File: src/rtl/nbm_pkg.sv
// ----------------------------------------------------------------------------
// nbm_pkg
// Shared types and codes for the bitset NFA matcher: request and edge kind
// codes, register indexes, the edge table entry and the channel items.
// ----------------------------------------------------------------------------
`default_nettype none

package nbm_pkg;

    // Fixed field widths.
    localparam int STATE_W = 64;
    localparam int SID_W   = 6;
    localparam int CHAR_W  = 8;
    localparam int SLOT_W  = 7;
    // Wide enough to hold any table depth and any slot or count compare.
    localparam int WIDE_W  = 11;

    // Request codes.
    localparam logic [1:0] REQ_WRITE   = 2'd0;
    localparam logic [1:0] REQ_BEGIN   = 2'd1;
    localparam logic [1:0] REQ_CONSUME = 2'd2;

    // Edge kinds.
    localparam logic [1:0] KIND_NONE     = 2'd0;
    localparam logic [1:0] KIND_LITERAL  = 2'd1;
    localparam logic [1:0] KIND_WILDCARD = 2'd2;
    localparam logic [1:0] KIND_EPSILON  = 2'd3;

    // Configuration register indexes.
    localparam logic [1:0] CFG_EDGES_IN_USE = 2'd0;
    localparam logic [1:0] CFG_START_INDEX  = 2'd1;
    localparam logic [1:0] CFG_ACCEPT_INDEX = 2'd2;

    // Sequencer states.
    typedef enum logic [1:0] {
        ST_IDLE,
        ST_ADVANCE,
        ST_CLOSE,
        ST_DONE
    } nbm_state_t;

    // One edge table entry.
    typedef struct packed {
        logic [SID_W-1:0]  src;
        logic [SID_W-1:0]  dst;
        logic [1:0]        kind;
        logic [CHAR_W-1:0] code;
    } nbm_edge_t;

    // Controls for the shared edge unit.
    typedef struct packed {
        logic              advance;
        logic [CHAR_W-1:0] ch;
    } nbm_unit_ctrl_t;

    // Request item.
    typedef struct packed {
        logic [1:0]        req_type;
        logic [SLOT_W-1:0] edge_slot;
        logic [SID_W-1:0]  edge_source;
        logic [SID_W-1:0]  edge_target;
        logic [1:0]        edge_kind;
        logic [CHAR_W-1:0] edge_byte;
        logic [CHAR_W-1:0] text_byte;
    } nbm_in_t;

    // Result item.
    typedef struct packed {
        logic               matched;
        logic [STATE_W-1:0] active_set;
    } nbm_out_t;

endpackage

`default_nettype wire

File: src/rtl/nbm_edge_ram.sv
// ----------------------------------------------------------------------------
// nbm_edge_ram
// Edge table storage: one write port, one read port with registered data.
// ----------------------------------------------------------------------------
`default_nettype none

module nbm_edge_ram #(
    parameter int DEPTH = 128,
    parameter int AW    = 7
) (
    input  wire logic              clk,
    input  wire logic              wr_en,
    input  wire logic [AW-1:0]     wr_addr,
    input  wire nbm_pkg::nbm_edge_t wr_data,
    input  wire logic              rd_en,
    input  wire logic [AW-1:0]     rd_addr,
    output nbm_pkg::nbm_edge_t     rd_data
);
    import nbm_pkg::*;

    nbm_edge_t mem [DEPTH];
    nbm_edge_t rd_data_reg;

    // Write port.
    always_ff @(posedge clk)
    begin
        if (wr_en)
        begin
            mem[wr_addr] <= wr_data;
        end
    end

    // Registered read port.
    always_ff @(posedge clk)
    begin
        if (rd_en)
        begin
            rd_data_reg <= mem[rd_addr];
        end
    end

    assign rd_data = rd_data_reg;

endmodule

`default_nettype wire

File: src/rtl/nbm_edge_unit.sv
// ----------------------------------------------------------------------------
// nbm_edge_unit
// Shared edge evaluator: decides whether one edge fires from a source set and
// ORs its target state into an accumulated set.
// ----------------------------------------------------------------------------
`default_nettype none

module nbm_edge_unit #(
    parameter int NS = 64
) (
    input  wire nbm_pkg::nbm_edge_t      edge_in,
    input  wire nbm_pkg::nbm_unit_ctrl_t ctrl,
    input  wire logic [NS-1:0]           src_set,
    input  wire logic [NS-1:0]           acc_set,
    output logic [NS-1:0]                new_set,
    output logic                         changed
);
    import nbm_pkg::*;

    logic [STATE_W-1:0] src_ext;
    logic [STATE_W-1:0] dst_dec;
    logic               fires;

    // Kind match: literal and wildcard edges in the advance pass, epsilon
    // edges in the closure pass.
    always_comb
    begin
        fires = 1'b0;
        case (edge_in.kind)
            KIND_LITERAL:  fires = ctrl.advance && (edge_in.code == ctrl.ch);
            KIND_WILDCARD: fires = ctrl.advance;
            KIND_EPSILON:  fires = !ctrl.advance;
            default:       fires = 1'b0;
        endcase
    end

    // States at or above NS read as inactive and decode to no bit.
    always_comb
    begin
        src_ext              = '0;
        src_ext[NS-1:0]      = src_set;
        dst_dec              = '0;
        dst_dec[edge_in.dst] = 1'b1;
        new_set = acc_set;
        if (fires && src_ext[edge_in.src])
        begin
            new_set = acc_set | dst_dec[NS-1:0];
        end
        changed = (new_set != acc_set);
    end

endmodule

`default_nettype wire

File: src/rtl/nfa_bitset_matcher.sv
// ----------------------------------------------------------------------------
// nfa_bitset_matcher
// Bitset simulation of a Thompson NFA over a loaded edge table.
// ----------------------------------------------------------------------------
// Usage:
//   req channel (req_valid/req_stall/req_item) takes write, begin and consume
//   items; rsp channel (rsp_valid/rsp_stall/rsp_item) returns one item per
//   request with the active state set and the accept flag. The cfg channel
//   writes edges_in_use, start_index and accept_index; it is always ready.
//   The user must see that it is written only while the block is idle; the
//   block itself does not enforce this. A write item, or an unused request
//   code, goes straight to the done state, which loads its result into the
//   output register. Every walk of the edge table covers the first
//   min(edges_in_use, MAX_EDGES) slots through the single read port of the
//   table and the shared edge unit. A consume item takes one advance walk,
//   then closure walks until one changes nothing; a begin item takes closure
//   walks only. No new request is accepted until the result of the current
//   one is loaded into the output register.
// Reset clears the active set, the registers and the handshake state; the
// edge table holds no defined contents until written. A stalled result stays
// in the output register; the next request may be accepted meanwhile but
// finishes only once that register is free.
// ----------------------------------------------------------------------------
`default_nettype none

module nfa_bitset_matcher #(
    parameter int MAX_EDGES  = 128,
    parameter int NUM_STATES = 64
) (
    input  wire logic             clk,
    input  wire logic             rst_n,
    input  wire logic             req_valid,
    output logic                  req_stall,
    input  wire nbm_pkg::nbm_in_t req_item,
    output logic                  rsp_valid,
    input  wire logic             rsp_stall,
    output nbm_pkg::nbm_out_t     rsp_item,
    input  wire logic             cfg_valid,
    output logic                  cfg_ready,
    input  wire logic [1:0]       cfg_index,
    input  wire logic [7:0]       cfg_data
);
    import nbm_pkg::*;

    localparam int AW = (MAX_EDGES > 1) ? $clog2(MAX_EDGES) : 1;
    localparam int CW = $clog2(MAX_EDGES + 1);
    localparam int NS = NUM_STATES;

    // Configuration registers.
    logic [7:0]       edges_in_use_reg;
    logic [SID_W-1:0] start_index_reg;
    logic [SID_W-1:0] accept_index_reg;

    // Sequencer and datapath registers.
    nbm_state_t       state_reg, state_next;
    logic [CW-1:0]    idx_reg;
    logic             data_valid_reg;
    logic             changed_reg;
    logic [CHAR_W-1:0] char_reg;
    logic [NS-1:0]    cur_reg;
    logic [NS-1:0]    work_reg;
    logic             rsp_valid_reg;
    nbm_out_t         rsp_item_reg;

    // Combinational signals.
    logic               req_accept;
    logic               rsp_free;
    logic               walking;
    logic               rd_en;
    logic               pass_end;
    logic [WIDE_W-1:0]  count_wide;
    logic [WIDE_W-1:0]  live_wide;
    logic [CW-1:0]      n_live;
    logic [WIDE_W-1:0]  slot_wide;
    logic               wr_en;
    nbm_edge_t          wr_edge;
    nbm_edge_t          rd_edge;
    nbm_unit_ctrl_t     unit_ctrl;
    logic [NS-1:0]      unit_src;
    logic [NS-1:0]      unit_set;
    logic               unit_changed;
    logic [STATE_W-1:0] start_dec;
    logic [STATE_W-1:0] work_ext;
    logic [STATE_W-1:0] cur_ext;

    // Handshake.
    assign req_stall  = (state_reg != ST_IDLE);
    assign req_accept = req_valid && !req_stall;
    assign rsp_free   = !rsp_valid_reg || !rsp_stall;
    assign rsp_valid  = rsp_valid_reg;
    assign rsp_item   = rsp_item_reg;
    assign cfg_ready  = 1'b1;

    // Number of live edges, saturated to the table depth.
    always_comb
    begin
        count_wide = WIDE_W'(edges_in_use_reg);
        live_wide  = (count_wide > WIDE_W'(MAX_EDGES)) ? WIDE_W'(MAX_EDGES) : count_wide;
        n_live     = live_wide[CW-1:0];
    end

    // Edge table write from a write item; slots beyond the table are dropped.
    always_comb
    begin
        slot_wide    = WIDE_W'(req_item.edge_slot);
        wr_en        = req_accept && (req_item.req_type == REQ_WRITE) &&
                       (slot_wide < WIDE_W'(MAX_EDGES));
        wr_edge.src  = req_item.edge_source;
        wr_edge.dst  = req_item.edge_target;
        wr_edge.kind = req_item.edge_kind;
        wr_edge.code = req_item.edge_byte;
    end

    nbm_edge_ram #(
        .DEPTH (MAX_EDGES),
        .AW    (AW)
    ) u_edge_ram (
        .clk     (clk),
        .wr_en   (wr_en),
        .wr_addr (slot_wide[AW-1:0]),
        .wr_data (wr_edge),
        .rd_en   (rd_en),
        .rd_addr (idx_reg[AW-1:0]),
        .rd_data (rd_edge)
    );

    nbm_edge_unit #(
        .NS (NS)
    ) u_edge_unit (
        .edge_in (rd_edge),
        .ctrl    (unit_ctrl),
        .src_set (unit_src),
        .acc_set (work_reg),
        .new_set (unit_set),
        .changed (unit_changed)
    );

    // Set decode and widening to the output width.
    always_comb
    begin
        start_dec                  = '0;
        start_dec[start_index_reg] = 1'b1;
        work_ext                   = '0;
        work_ext[NS-1:0]           = work_reg;
        cur_ext                    = '0;
        cur_ext[NS-1:0]            = cur_reg;
    end

    // Sequencer outputs.
    always_comb
    begin
        walking           = (state_reg == ST_ADVANCE) || (state_reg == ST_CLOSE);
        rd_en             = walking && (idx_reg < n_live);
        pass_end          = walking && (idx_reg == n_live) && !data_valid_reg;
        unit_ctrl.advance = (state_reg == ST_ADVANCE);
        unit_ctrl.ch      = char_reg;
        unit_src          = (state_reg == ST_ADVANCE) ? cur_reg : work_reg;
    end

    // Sequencer next state.
    always_comb
    begin
        state_next = state_reg;
        case (state_reg)
            ST_IDLE:
            begin
                if (req_accept)
                begin
                    case (req_item.req_type)
                        REQ_BEGIN:   state_next = ST_CLOSE;
                        REQ_CONSUME: state_next = ST_ADVANCE;
                        default:     state_next = ST_DONE;
                    endcase
                end
            end
            ST_ADVANCE:
            begin
                if (pass_end)
                begin
                    state_next = ST_CLOSE;
                end
            end
            ST_CLOSE:
            begin
                if (pass_end && !changed_reg)
                begin
                    state_next = ST_DONE;
                end
            end
            ST_DONE:
            begin
                if (rsp_free)
                begin
                    state_next = ST_IDLE;
                end
            end
            default: state_next = ST_IDLE;
        endcase
    end

    // Control registers.
    always_ff @(posedge clk or negedge rst_n)
    begin
        if (!rst_n)
        begin
            state_reg        <= ST_IDLE;
            idx_reg          <= '0;
            data_valid_reg   <= 1'b0;
            changed_reg      <= 1'b0;
            cur_reg          <= '0;
            rsp_valid_reg    <= 1'b0;
            edges_in_use_reg <= '0;
            start_index_reg  <= '0;
            accept_index_reg <= '0;
        end
        else
        begin
            state_reg      <= state_next;
            data_valid_reg <= rd_en;

            // Walk index and change flag; both restart at every pass.
            if (req_accept || pass_end)
            begin
                idx_reg     <= '0;
                changed_reg <= 1'b0;
            end
            else
            begin
                if (rd_en)
                begin
                    idx_reg <= idx_reg + CW'(1);
                end
                if (data_valid_reg && (state_reg == ST_CLOSE) && unit_changed)
                begin
                    changed_reg <= 1'b1;
                end
            end

            // Result hand-off.
            if ((state_reg == ST_DONE) && rsp_free)
            begin
                cur_reg       <= work_reg;
                rsp_valid_reg <= 1'b1;
            end
            else if (rsp_valid_reg && !rsp_stall)
            begin
                rsp_valid_reg <= 1'b0;
            end

            // Configuration writes.
            if (cfg_valid && cfg_ready)
            begin
                case (cfg_index)
                    CFG_EDGES_IN_USE: edges_in_use_reg <= cfg_data;
                    CFG_START_INDEX:  start_index_reg  <= cfg_data[SID_W-1:0];
                    CFG_ACCEPT_INDEX: accept_index_reg <= cfg_data[SID_W-1:0];
                    default:          ;
                endcase
            end
        end
    end

    // Payload registers.
    always_ff @(posedge clk)
    begin
        if (req_accept)
        begin
            char_reg <= req_item.text_byte;
            case (req_item.req_type)
                REQ_BEGIN:   work_reg <= start_dec[NS-1:0];
                REQ_CONSUME: work_reg <= '0;
                default:     work_reg <= cur_reg;
            endcase
        end
        else if (pass_end && (state_reg == ST_ADVANCE))
        begin
            work_reg <= work_reg;
        end
        else if (data_valid_reg)
        begin
            work_reg <= unit_set;
        end

        if ((state_reg == ST_DONE) && rsp_free)
        begin
            rsp_item_reg.matched    <= work_ext[accept_index_reg];
            rsp_item_reg.active_set <= work_ext;
        end
    end

`ifndef SYNTH
    // Table data is only in flight during a walk.
    assert property (@(posedge clk) disable iff (!rst_n)
        data_valid_reg |-> (state_reg == ST_ADVANCE || state_reg == ST_CLOSE))
        else $error("edge data valid outside a walk");

    // The walk index never runs past the live edge count.
    assert property (@(posedge clk) disable iff (!rst_n)
        walking |-> (idx_reg <= n_live))
        else $error("walk index beyond live edges");

    // A loaded result carries the new active set.
    assert property (@(posedge clk) disable iff (!rst_n)
        (state_reg == ST_DONE && rsp_free) |=>
            (rsp_valid_reg && rsp_item_reg.active_set == cur_ext))
        else $error("result does not match the active set");

    // No request is taken while an item is being worked on.
    assert property (@(posedge clk) disable iff (!rst_n)
        (state_reg != ST_IDLE) |=> !$past(req_accept))
        else $error("request accepted while busy");
`endif

endmodule

`default_nettype wire

File: config.mk
export PLATFORM = sky130hd
export DESIGN_NAME = nfa_bitset_matcher
export DESIGN_NICKNAME = d
export VERILOG_FILES = /design/src/rtl/nbm_pkg.sv /design/src/rtl/nbm_edge_ram.sv /design/src/rtl/nbm_edge_unit.sv /design/src/rtl/nfa_bitset_matcher.sv
export SDC_FILE = /design/constraint.sdc
export NUM_CORES = 2
export LEC_CHECK = 0
export BUFFER_PORTS_ARGS = -buffer_cell sky130_fd_sc_hd__buf_2
export CORE_MARGIN = 3
export CORE_UTILIZATION = 55
export CTS_BUF_LIST = sky130_fd_sc_hd__clkbuf_4
export CTS_CLUSTER_DIAMETER = 40
export DETAILED_ROUTE_END_ITERATION = 12
export HOLD_SLACK_MARGIN = 0.12
export PLACE_DENSITY = 0.86
export SLEW_MARGIN = 40
export SYNTH_ARGS = -nofsm -noshare
export SYNTH_HDL_FRONTEND = slang
export SYNTH_HIERARCHICAL = 1
export SYNTH_SLANG_ARGS = --single-unit
File: constraint.sdc
create_clock -name clk -period 3.9 [get_ports clk]
set_input_delay 0.975 -clock clk [delete_from_list [all_inputs] [get_ports clk]]
set_output_delay 0.975 -clock clk [all_outputs]
set_load 0.02 [all_outputs]
==> qor.csv <==
stage;metric;value;unit
drt;wl_per_cell;36.4;um
drt;dr_wl_met2;167;mm
drt;drt_pass1_iterations;7;
clock_tree;clk_transition_reported_paths;0.07;ns
power_and_ir_drop;pwr-share-clk;28.0;%
timing;finalMaxSlewViolations;0;
clock_tree;post_cts_resized;0;
drt;m1WireLength;108;mm
critical_path;cp.required;5.10;ns
global_routing;grt_first_pass_wirelength;501;mm
power_and_ir_drop;p_switching;29.3;mW
min_path;hold_path.startpoint;rsp_stall;
power_and_ir_drop;power_frac_seq;42.6;%
critical_path;critical_path.reg2reg.startpoint;state_reg[1];
critical_path;critPathMaxStageDelay;0.49;ns
clock_tree;clock_latency;1.48;ns
timing;relSlewSlack;42.0;%
critical_path;cp_data_arrival_time;4.97;ns
clock_tree;cts_buffer_depth;4;
timing;finClkSkew;0.129;ns
global_routing;global_route.usage.total;31.4;%
die;overall_die_area;0.226;mm2
timing;achievable-frequency;0.265;GHz
placed_design;hpwl;199;mm
global_routing;first_global_vias;68352;
timing;final_hold_violation_count;0;
global_routing;grt_start_max_net_pins;130;
timing;min_period;3.78;ns
critical_path;path_cells;inv_1, ha_2, buf_12, buf_12, mux2_2, mux4_2, a22oi_1, o2111ai_1, nand4_4, nor4b_4, a21o_1, nor2_1, nor2_1;
logic_synthesis;number_of_flops_mapped_to_enable_cells_by_yosys;2975;
min_path;min_path_type;in2reg;
die;die_h;475;um
power_and_ir_drop;totalPowerFinal;93.3;mW
clock_tree;post-cts-setup-buffer-count;0;
finish;area.growth.synth_to_final;14.4;%
logic_synthesis;synth-warning-count;6;
die;io_pins;122;
timing;tightest_slew;0.870;ns
placed_design;gp_congestion;0.905;
drt;avgViaCountPerCell;6.93;
power_and_ir_drop;intPower;64.0;mW
timing;grt_setup_unrepaired;no;
critical_path;cp.buffers_inverters;3;
die;placementRows;171;
clock_tree;clock-sinks;3072;
timing;layout_worst_path_cycle_share;96.8;%
logic_synthesis;count_of_cell_types_in_the_netlist;73;
timing;setup_viol_count_final;0;
global_routing;globalRoute.totalOverflow;0;
logic_synthesis;syn_area;0.121;mm2
clock_tree;tritoncts_buffers;738;
logic_synthesis;syn_avg_cell_area;23.1;um2
finish;num-nets-final;6305;
logic_synthesis;postSynth.asyncResetShare;3.16;%
logic_synthesis;syn_inst;5239;
critical_path;path_class;reg2reg;
clock_tree;clock_tree.root_cell;clkbuf_4;
run;timing.max_cap.violations;0;
drt;route.vias.total;66942;
drt;met3WireLength;52.0;mm
placed_design;numPortBuffers;120;
die;effective_utilization_at_floorplan;55.6;%
drt;drcViolationCount;0;
critical_path;crit_start;state_reg[1];
power_and_ir_drop;comb_power_share;29.4;%
critical_path;critPathTopFamily;multiplexers;
drt;totalWireLength;351;mm
drt;top_signal_layer_used;met5;
finish;layout_common_cells;edfxtp_1 (2,975), clkbuf_4 (1,064), mux4_2 (941), buf_4 (262), mux2_2 (180);
power_and_ir_drop;power.ir.vdd_worst;0.556;mV
power_and_ir_drop;netSwitchingFraction;31.4;%
finish;largest_register_ff_count;2816;
outcome;run_status;completed;
critical_path;end_kind;flip-flop;
finish;drive_above_1_share;42.9;%
critical_path;critPathSlowestCell;mux4_2;
drt;first_iter_violations;11455;
logic_synthesis;part_of_the_yosys_area_used_for_sequential_elements;75.7;%
finish;commonest_non_fill_non_tap_cell_in_the_layout;edfxtp_1;
die;core;0.218;mm2
logic_synthesis;synth-main-ff-cell;edfxtp_1;
clock_tree;htree_num_levels;6;
clock_tree;tritoncts;built;
drt;final_antenna_net_count;0;
timing;tns;0;ns
critical_path;cp_max_fo;33;
die;chipWidth;475;um
logic_synthesis;total_of_flip_flops_plus_latches_after_synthesis;3072;
power_and_ir_drop;total_leakage_power;44.3;nW
logic_synthesis;syn-num-nets;5310;
critical_path;timing.critical_path.from_type;flip-flop;
power_and_ir_drop;power-per-cell-area;673;mW/mm2
global_routing;initial_antenna_violation_count;45;
## worst register-to-register path, stage by stage, from the launching register on
cell,delay (ns)
dfrtp_1,0.42
inv_1,0.11
ha_2,0.21
buf_12,0.22
buf_12,0.24
mux2_2,0.37
mux4_2,0.49
a22oi_1,0.25
o2111ai_1,0.29
nand4_4,0.39
nor4b_4,0.14
a21o_1,0.23
nor2_1,0.10
nor2_1,0.06
## cell families after synthesis
group           Yosys count  synth area share (%)
compound gates          206                  1.29
buf+inv                 310                  1.18
other cells               1               0.00310
simple gates            475                  1.93
fa+ha+maj                17                 0.176
xor+xnor                  9                0.0651
flops                  3072                  75.7
mux                    1149                  19.6
## cells in the mapped netlist, drive strengths merged, types with 3 or more instances
master | number | area (um2)
o31ai | 7 | 52.6
a21oi | 21 | 105
dfrtp | 97 | 2430
or4 | 6 | 45.0
buf | 101 | 524
mux4 | 958 | 21600
inv | 17 | 63.8
o22ai | 11 | 68.8
nor4 | 5 | 46.3
nand3 | 23 | 115
nor2b | 20 | 125
and3b | 6 | 53.8
xnor2 | 8 | 70.1
clkbuf | 190 | 825
nand2 | 46 | 173
and3 | 6 | 38.8
a31oi | 3 | 18.8
o21ai | 11 | 55.1
nand4b | 3 | 26.3
edfxtp | 2975 | 89300
mux2 | 180 | 2030
nor2 | 271 | 1020
and2 | 5 | 32.5
or3b | 5 | 43.8
nand2b | 10 | 62.6
nand3b | 8 | 60.1
nor3b | 15 | 133
a21o | 65 | 488
nor3 | 27 | 208
ha | 17 | 213
nand4 | 7 | 58.8
o2111ai | 4 | 35.0
a2111oi | 3 | 26.3
a221oi | 63 | 552
mux2i | 11 | 110
or3 | 8 | 50.1
## cell type report
| class | instances | area (um2) |
|---|---|---|
| clock inverters | 213 | 1090 |
| inverters | 18 | 67.6 |
| repair buffers | 547 | 5620 |
| well taps | 2854 | 3570 |
| multi-input cells | 1857 | 28400 |
| diodes | 32 | 80.1 |
| flip-flops and latches | 3072 | 91800 |
| clock buffers | 1064 | 7990 |
| fillers | 13051 | 79500 |
## worst paths after layout
check / endpoint / slack (ns) / cells after the start
worst max-delay path: work_ext[2] / 0.12 / 13
worst min-delay path: rsp_valid / 0.28 / 3
worst max register to register: work_ext[2] / 0.12 / 13
worst min register to register: changed_reg / 0.51 / 2
max in group asynchronous: idx_reg[3] / 2.95 / 4
min in group asynchronous: accept_index_reg[0] / 0.56 / 4
## power groups by stage
stage	combinational, mW	clock [mW]	sequential, mW
5_1_grt	28.2	28.0	39.8
2_1_floorplan	17.4	0	39.7
6_report	27.4	26.1	39.7
4_1_cts	26.9	26.4	39.6
3_3_place_gp	25.3	0	40.3
3_5_place_dp	26.4	0	40.3
## routing by layer
layer,track usage [%],vias up
met2,48.6,6813
met3,10.1,1569
met1,39.4,33584
met5,0,-
li1,-,24950
met4,18.7,26
## through the flow
stage	cell area, um2	worst slack, ns	hold WS [ns]	std cells	util, %
3_3_place_gp	129000	0.213	0.479	8289	59.0
6_report	139000	0.125	0.283	9657	63.6
2_1_floorplan	121000	0.0478	0.463	5239	-
4_1_cts	138000	0.150	0.196	9623	63.5
5_1_grt	139000	0.0266	0.233	9634	63.5
3_5_place_dp	129000	0.158	0.488	8292	59.1
## repair_timing
action | 4_1_cts | 5_1_grt
hold buffers | 54 | 0
setup endpoints to repair | 0 | 7
hold endpoints to repair | 1286 | 0
Note: power is estimated with default switching activity, not from simulation.
